### src/hdl/tli_pkg.sv
// ----------------------------------------------------------------------------
// tli_pkg
// Types and constants shared by the table interpolator files.
// ----------------------------------------------------------------------------
package tli_pkg;

  localparam int TABLE_DEPTH = 64;
  localparam int ADDR_W      = $clog2(TABLE_DEPTH);
  localparam int CNT_W       = $clog2(TABLE_DEPTH + 1);

  localparam int KEY_W  = 16;
  localparam int VAL_W  = 16;
  localparam int DIFF_W = KEY_W + 1;
  localparam int PROD_W = 2 * DIFF_W;
  localparam int DEN_W  = KEY_W;
  localparam int DIV_W  = PROD_W - 1;
  localparam int RES_W  = DIV_W + 2;

  localparam logic signed [RES_W-1:0] SAT_MAX = RES_W'(32767);
  localparam logic signed [RES_W-1:0] SAT_MIN = -RES_W'(32768);

  typedef enum logic [1:0] {
    CMD_LOAD  = 2'd0,
    CMD_QUERY = 2'd1,
    CMD_CLEAR = 2'd2
  } cmd_e;

  typedef enum logic [2:0] {
    ST_EXACT   = 3'd0,
    ST_INTERP  = 3'd1,
    ST_OOB     = 3'd2,
    ST_EMPTY   = 3'd3,
    ST_LOADED  = 3'd4,
    ST_FULL    = 3'd5,
    ST_CLEARED = 3'd6
  } status_e;

  typedef enum logic [2:0] {
    S_IDLE,
    S_SCAN,
    S_MUL,
    S_DIVST,
    S_DIV,
    S_RES,
    S_FIN
  } state_t;

  typedef struct packed {
    logic signed [KEY_W-1:0] key;
    logic signed [VAL_W-1:0] val;
  } entry_t;

  typedef struct packed {
    logic              en;
    logic [ADDR_W-1:0] addr;
    entry_t            data;
  } mem_wr_t;

endpackage

### src/hdl/tli_in_if.sv
// ----------------------------------------------------------------------------
// tli_in_if
// Input channel: command, angle and coefficient with valid/ready.
// ----------------------------------------------------------------------------
interface tli_in_if;
  logic              valid;
  logic              ready;
  logic [1:0]        cmd;
  logic signed [15:0] angle;
  logic signed [15:0] coeff_in;

  modport source (output valid, output cmd, output angle, output coeff_in, input ready);
  modport sink (input valid, input cmd, input angle, input coeff_in, output ready);
endinterface

### src/hdl/tli_out_if.sv
// ----------------------------------------------------------------------------
// tli_out_if
// Result channel: coefficient and status with valid/ready.
// ----------------------------------------------------------------------------
interface tli_out_if;
  logic               valid;
  logic               ready;
  logic signed [15:0] coeff_out;
  logic [2:0]         status;

  modport source (output valid, output coeff_out, output status, input ready);
  modport sink (input valid, input coeff_out, input status, output ready);
endinterface

### src/hdl/table_linear_interpolator.sv
// ----------------------------------------------------------------------------
// table_linear_interpolator
// Piecewise linear table lookup over signed Q8.8 keys and Q4.12 values.
// ----------------------------------------------------------------------------
//   channel  direction  payload               handshake
//   in_ch    input      cmd, angle, coeff_in  valid/ready
//   out_ch   output     coeff_out, status     valid/ready
//
// A load, a clear or a query that ends early goes from S_IDLE straight to
// S_FIN. An exact match scans the table, then passes S_MUL on its way to S_FIN.
// An interpolating query does one table memory read per entry, then a multiply
// and a bit-serial division. Reset empties the table; no clearing pass is needed.
// The result waits in an output register, so a stalled result channel stalls
// only the next item.
// ----------------------------------------------------------------------------
module table_linear_interpolator (
  input  logic     clk,
  input  logic     rst_n,
  tli_in_if.sink   in_ch,
  tli_out_if.source out_ch
);
  import tli_pkg::*;

  state_t                  state_r, state_nxt;
  logic [CNT_W-1:0]        count_r, count_nxt;
  logic signed [KEY_W-1:0] min_r, min_nxt;
  logic signed [KEY_W-1:0] max_r, max_nxt;
  logic signed [KEY_W-1:0] query_r, query_nxt;
  logic [CNT_W-1:0]        issue_r, issue_nxt;
  logic                    pend_r, pend_nxt;
  logic                    ex_ok_r, ex_ok_nxt;
  logic signed [VAL_W-1:0] ex_val_r, ex_val_nxt;
  logic                    lo_ok_r, lo_ok_nxt;
  logic signed [KEY_W-1:0] lo_key_r, lo_key_nxt;
  logic signed [VAL_W-1:0] lo_val_r, lo_val_nxt;
  logic                    hi_ok_r, hi_ok_nxt;
  logic signed [KEY_W-1:0] hi_key_r, hi_key_nxt;
  logic signed [VAL_W-1:0] hi_val_r, hi_val_nxt;
  logic signed [PROD_W-1:0] prod_r, prod_nxt;
  logic [DEN_W-1:0]        den_r, den_nxt;
  logic                    neg_r, neg_nxt;
  logic signed [VAL_W-1:0] res_coeff_r, res_coeff_nxt;
  status_e                 res_status_r, res_status_nxt;
  logic                    out_valid_r, out_valid_nxt;
  logic signed [VAL_W-1:0] out_coeff_r, out_coeff_nxt;
  status_e                 out_status_r, out_status_nxt;

  mem_wr_t                 mem_wr;
  logic                    rd_en;
  logic [ADDR_W-1:0]       rd_addr;
  entry_t                  rd_data;
  logic                    div_start;
  logic [DIV_W-1:0]        div_dividend;
  logic                    div_done;
  logic [DIV_W-1:0]        div_quot;

  logic                    accept;
  logic                    slot_free;
  logic signed [DIFF_W-1:0] dq_w, dv_w, dk_w;
  logic signed [PROD_W-1:0] prod_neg_w;
  logic [DIV_W-1:0]        mag_w;
  logic signed [RES_W-1:0] q_w, sum_w;

  tli_table_mem u_mem (
    .clk     (clk),
    .wr      (mem_wr),
    .rd_en   (rd_en),
    .rd_addr (rd_addr),
    .rd_data (rd_data)
  );

  tli_divider u_div (
    .clk      (clk),
    .rst_n    (rst_n),
    .start    (div_start),
    .dividend (div_dividend),
    .divisor  (den_r),
    .done     (div_done),
    .quotient (div_quot)
  );

  assign in_ch.ready = (state_r == S_IDLE);
  assign accept      = in_ch.valid && in_ch.ready;
  assign slot_free   = !out_valid_r || out_ch.ready;

  always_comb begin
    state_nxt      = state_r;
    count_nxt      = count_r;
    min_nxt        = min_r;
    max_nxt        = max_r;
    query_nxt      = query_r;
    issue_nxt      = issue_r;
    pend_nxt       = 1'b0;
    ex_ok_nxt      = ex_ok_r;
    ex_val_nxt     = ex_val_r;
    lo_ok_nxt      = lo_ok_r;
    lo_key_nxt     = lo_key_r;
    lo_val_nxt     = lo_val_r;
    hi_ok_nxt      = hi_ok_r;
    hi_key_nxt     = hi_key_r;
    hi_val_nxt     = hi_val_r;
    prod_nxt       = prod_r;
    den_nxt        = den_r;
    neg_nxt        = neg_r;
    res_coeff_nxt  = res_coeff_r;
    res_status_nxt = res_status_r;
    out_valid_nxt  = out_valid_r && !out_ch.ready;
    out_coeff_nxt  = out_coeff_r;
    out_status_nxt = out_status_r;

    mem_wr.en        = 1'b0;
    mem_wr.addr      = count_r[ADDR_W-1:0];
    mem_wr.data.key  = in_ch.angle;
    mem_wr.data.val  = in_ch.coeff_in;
    rd_en            = 1'b0;
    rd_addr          = issue_r[ADDR_W-1:0];
    div_start        = 1'b0;

    dq_w       = DIFF_W'(query_r) - DIFF_W'(lo_key_r);
    dv_w       = DIFF_W'(hi_val_r) - DIFF_W'(lo_val_r);
    dk_w       = DIFF_W'(hi_key_r) - DIFF_W'(lo_key_r);
    prod_neg_w = -prod_r;
    mag_w      = prod_r[PROD_W-1] ? prod_neg_w[DIV_W-1:0] : prod_r[DIV_W-1:0];
    div_dividend = mag_w + DIV_W'(den_r[DEN_W-1:1]);
    q_w        = neg_r ? -$signed({2'b00, div_quot}) : $signed({2'b00, div_quot});
    sum_w      = RES_W'(lo_val_r) + q_w;

    unique case (state_r)
      S_IDLE: begin
        if (accept) begin
          res_coeff_nxt = '0;
          unique case (in_ch.cmd)
            CMD_LOAD: begin
              state_nxt = S_FIN;
              if (count_r == CNT_W'(TABLE_DEPTH)) begin
                res_status_nxt = ST_FULL;
              end else begin
                res_status_nxt = ST_LOADED;
                mem_wr.en      = 1'b1;
                count_nxt      = count_r + CNT_W'(1);
                if (count_r == '0) begin
                  min_nxt = in_ch.angle;
                  max_nxt = in_ch.angle;
                end else begin
                  if (in_ch.angle < min_r) min_nxt = in_ch.angle;
                  if (in_ch.angle > max_r) max_nxt = in_ch.angle;
                end
              end
            end
            CMD_CLEAR: begin
              state_nxt      = S_FIN;
              res_status_nxt = ST_CLEARED;
              count_nxt      = '0;
              min_nxt        = '0;
              max_nxt        = '0;
            end
            CMD_QUERY: begin
              query_nxt = in_ch.angle;
              if (count_r == '0) begin
                state_nxt      = S_FIN;
                res_status_nxt = ST_EMPTY;
              end else if (in_ch.angle < min_r || in_ch.angle > max_r) begin
                state_nxt      = S_FIN;
                res_status_nxt = ST_OOB;
              end else begin
                state_nxt = S_SCAN;
                issue_nxt = '0;
                ex_ok_nxt = 1'b0;
                lo_ok_nxt = 1'b0;
                hi_ok_nxt = 1'b0;
              end
            end
            default: begin
              state_nxt = S_IDLE;
            end
          endcase
        end
      end
      S_SCAN: begin
        if (issue_r < count_r) begin
          rd_en     = 1'b1;
          pend_nxt  = 1'b1;
          issue_nxt = issue_r + CNT_W'(1);
        end else if (!pend_r) begin
          state_nxt = S_MUL;
        end
        if (pend_r) begin
          if (rd_data.key == query_r && !ex_ok_r) begin
            ex_ok_nxt  = 1'b1;
            ex_val_nxt = rd_data.val;
          end
          if (rd_data.key < query_r && (!lo_ok_r || rd_data.key > lo_key_r)) begin
            lo_ok_nxt  = 1'b1;
            lo_key_nxt = rd_data.key;
            lo_val_nxt = rd_data.val;
          end
          if (rd_data.key > query_r && (!hi_ok_r || rd_data.key < hi_key_r)) begin
            hi_ok_nxt  = 1'b1;
            hi_key_nxt = rd_data.key;
            hi_val_nxt = rd_data.val;
          end
        end
      end
      S_MUL: begin
        if (ex_ok_r) begin
          state_nxt      = S_FIN;
          res_coeff_nxt  = ex_val_r;
          res_status_nxt = ST_EXACT;
        end else if (!lo_ok_r || !hi_ok_r) begin
          state_nxt      = S_FIN;
          res_status_nxt = ST_OOB;
        end else begin
          state_nxt = S_DIVST;
          prod_nxt  = PROD_W'(dq_w) * PROD_W'(dv_w);
          den_nxt   = dk_w[DEN_W-1:0];
        end
      end
      S_DIVST: begin
        neg_nxt   = prod_r[PROD_W-1];
        state_nxt = S_DIV;
      end
      S_DIV: begin
        if (div_done) begin
          state_nxt = S_RES;
        end
      end
      S_RES: begin
        state_nxt      = S_FIN;
        res_status_nxt = ST_INTERP;
        if (sum_w > SAT_MAX) begin
          res_coeff_nxt = SAT_MAX[VAL_W-1:0];
        end else if (sum_w < SAT_MIN) begin
          res_coeff_nxt = SAT_MIN[VAL_W-1:0];
        end else begin
          res_coeff_nxt = sum_w[VAL_W-1:0];
        end
      end
      S_FIN: begin
        if (slot_free) begin
          out_valid_nxt  = 1'b1;
          out_coeff_nxt  = res_coeff_r;
          out_status_nxt = res_status_r;
          state_nxt      = S_IDLE;
        end
      end
      default: begin
        state_nxt = S_IDLE;
      end
    endcase

    div_start = (state_r == S_DIVST);
  end

  always_ff @(posedge clk) begin
    if (!rst_n) begin
      state_r     <= S_IDLE;
      count_r     <= '0;
      min_r       <= '0;
      max_r       <= '0;
      pend_r      <= 1'b0;
      ex_ok_r     <= 1'b0;
      lo_ok_r     <= 1'b0;
      hi_ok_r     <= 1'b0;
      out_valid_r <= 1'b0;
    end else begin
      state_r     <= state_nxt;
      count_r     <= count_nxt;
      min_r       <= min_nxt;
      max_r       <= max_nxt;
      pend_r      <= pend_nxt;
      ex_ok_r     <= ex_ok_nxt;
      lo_ok_r     <= lo_ok_nxt;
      hi_ok_r     <= hi_ok_nxt;
      out_valid_r <= out_valid_nxt;
    end
    query_r      <= query_nxt;
    issue_r      <= issue_nxt;
    ex_val_r     <= ex_val_nxt;
    lo_key_r     <= lo_key_nxt;
    lo_val_r     <= lo_val_nxt;
    hi_key_r     <= hi_key_nxt;
    hi_val_r     <= hi_val_nxt;
    prod_r       <= prod_nxt;
    den_r        <= den_nxt;
    neg_r        <= neg_nxt;
    res_coeff_r  <= res_coeff_nxt;
    res_status_r <= res_status_nxt;
    out_coeff_r  <= out_coeff_nxt;
    out_status_r <= out_status_nxt;
  end

  assign out_ch.valid     = out_valid_r;
  assign out_ch.coeff_out = out_coeff_r;
  assign out_ch.status    = out_status_r;

endmodule

### src/hdl/tli_table_mem.sv
// ----------------------------------------------------------------------------
// tli_table_mem
// Key/value table memory, one write port and one registered read port.
// ----------------------------------------------------------------------------
module tli_table_mem (
  input  logic                   clk,
  input  tli_pkg::mem_wr_t       wr,
  input  logic                   rd_en,
  input  logic [tli_pkg::ADDR_W-1:0] rd_addr,
  output tli_pkg::entry_t        rd_data
);
  import tli_pkg::*;

  entry_t mem [TABLE_DEPTH];

  always_ff @(posedge clk) begin
    if (wr.en) begin
      mem[wr.addr] <= wr.data;
    end
  end

  always_ff @(posedge clk) begin
    if (rd_en) begin
      rd_data <= mem[rd_addr];
    end
  end

endmodule

### src/hdl/tli_divider.sv
// ----------------------------------------------------------------------------
// tli_divider
// Restoring unsigned divider, one quotient bit per cycle.
// ----------------------------------------------------------------------------
module tli_divider (
  input  logic                      clk,
  input  logic                      rst_n,
  input  logic                      start,
  input  logic [tli_pkg::DIV_W-1:0] dividend,
  input  logic [tli_pkg::DEN_W-1:0] divisor,
  output logic                      done,
  output logic [tli_pkg::DIV_W-1:0] quotient
);
  import tli_pkg::*;

  localparam int STEP_W = $clog2(DIV_W + 1);

  logic              busy_r, busy_nxt;
  logic              done_r, done_nxt;
  logic [STEP_W-1:0] step_r, step_nxt;
  logic [DEN_W-1:0]  rem_r, rem_nxt;
  logic [DEN_W-1:0]  den_r, den_nxt;
  logic [DIV_W-1:0]  quot_r, quot_nxt;
  logic [DEN_W:0]    rem_sh;
  logic              fits;

  always_comb begin
    busy_nxt = busy_r;
    done_nxt = 1'b0;
    step_nxt = step_r;
    rem_nxt  = rem_r;
    den_nxt  = den_r;
    quot_nxt = quot_r;
    rem_sh   = {rem_r, quot_r[DIV_W-1]};
    fits     = rem_sh >= {1'b0, den_r};
    if (start) begin
      busy_nxt = 1'b1;
      step_nxt = STEP_W'(DIV_W);
      rem_nxt  = '0;
      den_nxt  = divisor;
      quot_nxt = dividend;
    end else if (busy_r) begin
      rem_nxt  = fits ? DEN_W'(rem_sh - {1'b0, den_r}) : rem_sh[DEN_W-1:0];
      quot_nxt = {quot_r[DIV_W-2:0], fits};
      step_nxt = step_r - STEP_W'(1);
      if (step_r == STEP_W'(1)) begin
        busy_nxt = 1'b0;
        done_nxt = 1'b1;
      end
    end
  end

  always_ff @(posedge clk) begin
    if (!rst_n) begin
      busy_r <= 1'b0;
      done_r <= 1'b0;
      step_r <= '0;
    end else begin
      busy_r <= busy_nxt;
      done_r <= done_nxt;
      step_r <= step_nxt;
    end
    rem_r  <= rem_nxt;
    den_r  <= den_nxt;
    quot_r <= quot_nxt;
  end

  assign done     = done_r;
  assign quotient = quot_r;

endmodule

### src/flat_wrapper.sv
// flat-port wrapper written by rule: the top's interface ports become plain ports
module table_linear_interpolator_flat import tli_pkg::*;
  (clk, rst_n, in_ch_valid, in_ch_cmd, in_ch_angle, in_ch_coeff_in, in_ch_ready, out_ch_valid, out_ch_coeff_out, out_ch_status, out_ch_ready);
  tli_in_if in_ch_i ();
  tli_out_if out_ch_i ();
  input  logic clk;
  input  logic rst_n;
  input wire logic [$bits(in_ch_i.valid)-1:0] in_ch_valid;
  input wire logic [$bits(in_ch_i.cmd)-1:0] in_ch_cmd;
  input wire logic [$bits(in_ch_i.angle)-1:0] in_ch_angle;
  input wire logic [$bits(in_ch_i.coeff_in)-1:0] in_ch_coeff_in;
  output wire logic [$bits(in_ch_i.ready)-1:0] in_ch_ready;
  output wire logic [$bits(out_ch_i.valid)-1:0] out_ch_valid;
  output wire logic [$bits(out_ch_i.coeff_out)-1:0] out_ch_coeff_out;
  output wire logic [$bits(out_ch_i.status)-1:0] out_ch_status;
  input wire logic [$bits(out_ch_i.ready)-1:0] out_ch_ready;
  assign in_ch_i.valid = in_ch_valid;
  assign in_ch_i.cmd = in_ch_cmd;
  assign in_ch_i.angle = in_ch_angle;
  assign in_ch_i.coeff_in = in_ch_coeff_in;
  assign in_ch_ready = in_ch_i.ready;
  assign out_ch_valid = out_ch_i.valid;
  assign out_ch_coeff_out = out_ch_i.coeff_out;
  assign out_ch_status = out_ch_i.status;
  assign out_ch_i.ready = out_ch_ready;
  table_linear_interpolator u_core (.clk(clk), .rst_n(rst_n), .in_ch(in_ch_i), .out_ch(out_ch_i));
endmodule
### config.mk
export PLATFORM = sky130hd
export DESIGN_NAME = table_linear_interpolator_flat
export DESIGN_NICKNAME = d
export VERILOG_FILES = /design/src/hdl/tli_pkg.sv /design/src/hdl/tli_in_if.sv /design/src/hdl/tli_out_if.sv /design/src/hdl/table_linear_interpolator.sv /design/src/hdl/tli_table_mem.sv /design/src/hdl/tli_divider.sv /design/src/flat_wrapper.sv
export SDC_FILE = /design/constraint.sdc
export NUM_CORES = 2
export LEC_CHECK = 0
export BUFFER_PORTS_ARGS = -buffer_cell sky130_fd_sc_hd__buf_2
export CORE_MARGIN = 4
export CORE_UTILIZATION = 30
export CTS_CLUSTER_DIAMETER = 120
export DETAILED_ROUTE_END_ITERATION = 8
export PLACE_DENSITY = 0.47
export SLEW_MARGIN = 30
export SYNTH_ARGS = -nofsm -noshare
export SYNTH_HDL_FRONTEND = slang
export SYNTH_SLANG_ARGS = --single-unit
### constraint.sdc
create_clock -name clk -period 8.2 [get_ports clk]
set_clock_uncertainty 0.15 [all_clocks]
set_input_delay 0.41 -clock clk [delete_from_list [all_inputs] [get_ports clk]]
set_output_delay 0.41 -clock clk [all_outputs]
set_load 0.005 [all_outputs]
==> metrics.sh <==
STATUS='complete, but fails checks'
FAILED_CHECKS='setup timing'
SETUP-TNS-FINAL_NS=-0.428
LAYOUT.CELLS.MOST_COMMON='sky130_fd_sc_hd__edfxtp_1'
TRITONCTS='yes'
CLOCK_POWER_SHARE_PCT=26.6
NUM_ROWS=222
DRC=0
DETAIL_ROUTE.WIRELENGTH_MM=336
DIE_X_UM=614
GRT_PASS1_VIAS=62900
FIN_WORST_HOLD_SLACK_NS=0.0741
ASYNC_FLOP_SHARE_PCT=0
CLOCK_TREE.BUFFER_DEPTH=4
CRIT_PATH_TOP_DELAY_CELL='sky130_fd_sc_hd__fa_2'
TIMING.CRITICAL_PATH.TO_TYPE='flop'
SYNTH-SEQ-AREA-SHARE_PCT=64.6
SYN_AREA_PER_CELL_UM2=16.4
POWER_DENSITY_nW_PER_UM2=345
PLACE_AREA_UM2=119000
ROUTE.DETAILED.VIAS_PER_INST=5.05
FLOORPLAN.IO_PINS=59
YS_SEQ_ELEMENTS=2392
SYNTHCELLS=6699
LAYOUT_COMMON_CELLS='2,321 x sky130_fd_sc_hd__edfxtp_1, 484 x sky130_fd_sc_hd__mux4_2, 461 x sky130_fd_sc_hd__inv_1, 390 x sky130_fd_sc_hd__buf_4, 334 x sky130_fd_sc_hd__nand2_1'
DESIGN.DIE.AREA_UM2=377000
SYNTHFLOPTYPE='sky130_fd_sc_hd__edfxtp_1'
DETAIL_ROUTE.ITER0.VIOLATIONS=5647
FINALWORSTSETUPSLACK_NS=-0.195
MAX_FREQ_MHz=119
WORSTPATHREQUIRED_NS=8.67
SYNTH_TOP_AREA_SHARE_PCT=63.3
P_LEAK_nW=44.6
GLOBALPLACE.CONGESTION=0.842
HTREEDEPTH=5
GRT_MAX_DEGREE=125
ROUTED-VIA-COUNT=61800
CRITICAL_PATH.MAX_FANOUT=7
R2R_CELLS=34
YS_WARN_COUNT=0
YOSYS.CELL_TYPES.COUNT=98
PLACE_HPWL_MM=207
CTS_SINKS=2392
POST_SYNTHESIS_NET_COUNT=7331
AREA_DELTA_SYNTH_FINAL_PCT=17.2
AREA_OCCUPIED_BY_MULTI_INPUT_GATES_UM2=37500
FINALSETUPVIOLCOUNT=3
GLOBALROUTEOVERFLOWTOTAL=0
CTS_CLK_PIN_SLEW_WORST_PATHS_NS=0.06
DRT-WIRELENGTH-PER-CELL_UM=27.4
POWER_FRAC_COMB_PCT=41.3
DRIVE_GT1_SHARE_PCT=21.3
SEQUENTIAL_CELL_AREA_UM2=71100
TIMING_WORST_SLEW_PIN_VALUE_NS=1.04
DIE-HEIGHT_UM=614
SYNTH-EDFF-COUNT=2321
FINALHOLDVIOLCOUNT=0
CORE_REGION_AREA_UM2=366000
REPORT.POWER.TOTAL_mW=44.5
MIN_DELAY_PATH_DEPTH=2
TRITONCTS.NUM_BUFFERS=272
REPORT.FINAL.SLEW_VIOL_COUNT=0
CLOCK_LATENCY_OF_THE_LATER_CLOCKED_REGISTER_IN_THE_WORST_SKEW_PAIR_NS=0.92
WIRE_LENGTH_OF_THE_FIRST_GLOBAL_ROUTING_PASS_MM=474
SWITCHINGPOWER_mW=14.7
MIN-DELAY-PATH-CLASS='in -> reg'
CRITICAL_PATH_CLASS='reg -> reg'
RSZ0062_AT_GRT='true'
ROUTE.ANTENNA.REMAINING_NETS=0
CRIT_PATH_START_KIND='flop'
INITIAL_UTILIZATION_PCT=30.1
FINAL_CORE_UTIL_PCT=35.3
FILLER_INSTANCES=34600
NETS=7834
GRT_ANTENNA_BEFORE_REPAIR=26
WORST-ENDPOINT-ARRIVAL_NS=8.86
MAXCAPVIOLATIONS=0
SW_FRAC_OF_TOTAL_PCT=33.1
SYNTH.AREA.TOP_CELLS='sky130_fd_sc_hd__edfxtp_1 63%, sky130_fd_sc_hd__mux4_2 9.9%, sky130_fd_sc_hd__fa_1 5.5%, sky130_fd_sc_hd__ha_1 3.3%, sky130_fd_sc_hd__mux2i_1 2.4%'
POST_SYNTH_INSTANCE_AREA_UM2=110000
PERIOD_NEEDED_NS=8.39
SYNTHDOMINANTAREACELLTYPE='sky130_fd_sc_hd__edfxtp_1'
MOST_FREQUENT_CELL_ON_THE_CRITICAL_PATH='sky130_fd_sc_hd__fa_1'
POWER_FRAC_SEQ_PCT=32.1
HIGHEST_CELL_DELAY_ON_THE_WORST_TIMING_PATH_NS=0.59
SLEW_HEADROOM_PCT=30.5
LAYOUT_WORST_PATH_CYCLE_SHARE_PCT=102
GRT.TOTAL_USAGE_PCT=17.5
POSTLAYOUTCELLAREA_UM2=129000
FIRST_PASS_ITERS=6
CTS_ROOT_BUFFER='sky130_fd_sc_hd__clkbuf_16'
IR_DROP_mV=0.689
IO_BUFFERS=58
INTERNAL_POWER_mW=29.7
==> cell usage after synthesis, drive strengths merged, types with 11 or more instances <==
| library cell | number |
|---|---|
| nor2b | 59 |
| o22ai | 63 |
| fa | 302 |
| ha | 292 |
| a21o | 65 |
| or4 | 12 |
| a21boi | 13 |
| or3 | 21 |
| clkbuf | 190 |
| nor3 | 81 |
| o21ai | 162 |
| nand2 | 342 |
| nand2b | 48 |
| dfxtp | 71 |
| nand3 | 48 |
| nor3b | 11 |
| nand4 | 29 |
| a21oi | 205 |
| xor2 | 70 |
| or2 | 20 |
| nor4 | 11 |
| mux4 | 484 |
| a31oi | 27 |
| edfxtp | 2321 |
| o31ai | 38 |
| and2 | 22 |
| inv | 480 |
| a211oi | 17 |
| buf | 80 |
| xnor2 | 148 |
| a221o | 15 |
| o21a | 36 |
| o21bai | 14 |
| nor2 | 403 |
| mux2i | 262 |
| o221ai | 109 |
==> worst max-delay path: cells and delay by family (launching register included) <==
kind,cells,cell delay [ns]
AND/OR/NAND/NOR,4,0.34
flip-flops,1,0.39
XOR/XNOR,1,0.08
AO/OA/AOI/OAI,16,2.97
buffers and inverters,4,0.44
adder cells (fa/ha/maj),9,3.78
==> sequential cells by signal, indices dropped and copies added, names as in the netlist, 7 cells and up <==
| register | count |
|---|---|
| u_core.u_mem.mem | 2048 |
| u_core.prod_r | 34 |
| u_core.u_div.quotient | 33 |
| u_core.u_mem.rd_data | 32 |
| u_core.den_r | 16 |
| u_core.ex_val_r | 16 |
| u_core.hi_key_r | 16 |
| u_core.hi_val_r | 16 |
| u_core.lo_key_r | 16 |
| u_core.lo_val_r | 16 |
| u_core.max_r | 16 |
| u_core.min_r | 16 |
| u_core.out_ch.coeff_out | 16 |
| u_core.query_r | 16 |
| u_core.res_coeff_r | 16 |
| u_core.u_div.den_r | 16 |
| u_core.u_div.rem_r | 16 |
| u_core.count_r | 7 |
| u_core.issue_r | 7 |
==> per-stage QoR <==
stage,worst slack (ns),cells
CTS,-0.310,12200
finish,-0.195,12200
floorplan,0.00492,6699
detailed placement,-0.876,11700
global placement,-0.706,11700
global route,-0.525,12200
==> final cells by class <==
type | instances | share of cell area, %
Tap cell | 4816 | 4.67
Multi-Input combinational cell | 3555 | 29.1
Antenna cell | 6 | 0.0116
Clock inverter | 144 | 1.08
Clock buffer | 333 | 5.57
Timing Repair Buffer | 499 | 3.08
Sequential cell | 2392 | 55.1
Inverter | 482 | 1.41
==> routing by layer <==
metal,track usage (%),wire (um)
met3,2.30,17300
met1,24.2,147000
met2,29.2,162000
met5,0,27
met4,4.45,8900
==> power groups by stage <==
stage	registers, mW	logic, mW	clock network [mW]
6_report	14.3	18.4	11.8
4_1_cts	14.3	17.3	12.1
3_5_place_dp	14.5	15.7	0
5_1_grt	14.3	20.1	12.7
3_3_place_gp	14.5	15.6	0
2_1_floorplan	14.5	8.84	0
==> worst paths after layout <==
path                          from                          to  slack, ns
max reg2reg     u_core.lo_val_r[0]           u_core.prod_r[33]      -0.19
min reg2reg  u_core.res_coeff_r[7]  u_core.out_ch.coeff_out[7]       0.27
min              in_ch_coeff_in[3]     u_core.u_mem.mem[44][3]       0.07
max             u_core.lo_val_r[0]           u_core.prod_r[33]      -0.19
==> cells by family (layout without fill, tap and decap cells) <==
kind of cell,after synthesis,after routing,synth area share [%]
AO/OA/AOI/OAI,854,854,5.20
XOR/XNOR,218,218,1.73
adder cells (fa/ha/maj),594,594,8.81
buffers and inverters,752,1458,2.60
flip-flops,2392,2392,64.6
multiplexers,750,750,12.3
other,0,6,0
AND/OR/NAND/NOR,1139,1139,4.76
==> timing repair <==
action                                  4_1_cts  5_1_grt
pin swaps                                    45       96
endpoints found under the setup margin       16       15
setup buffers                                23       30
endpoints found under the hold margin       884       32
hold buffers                                 31        1
gates resized for setup                      64       84
No activity file was read; power rests on OpenSTA's default activity.
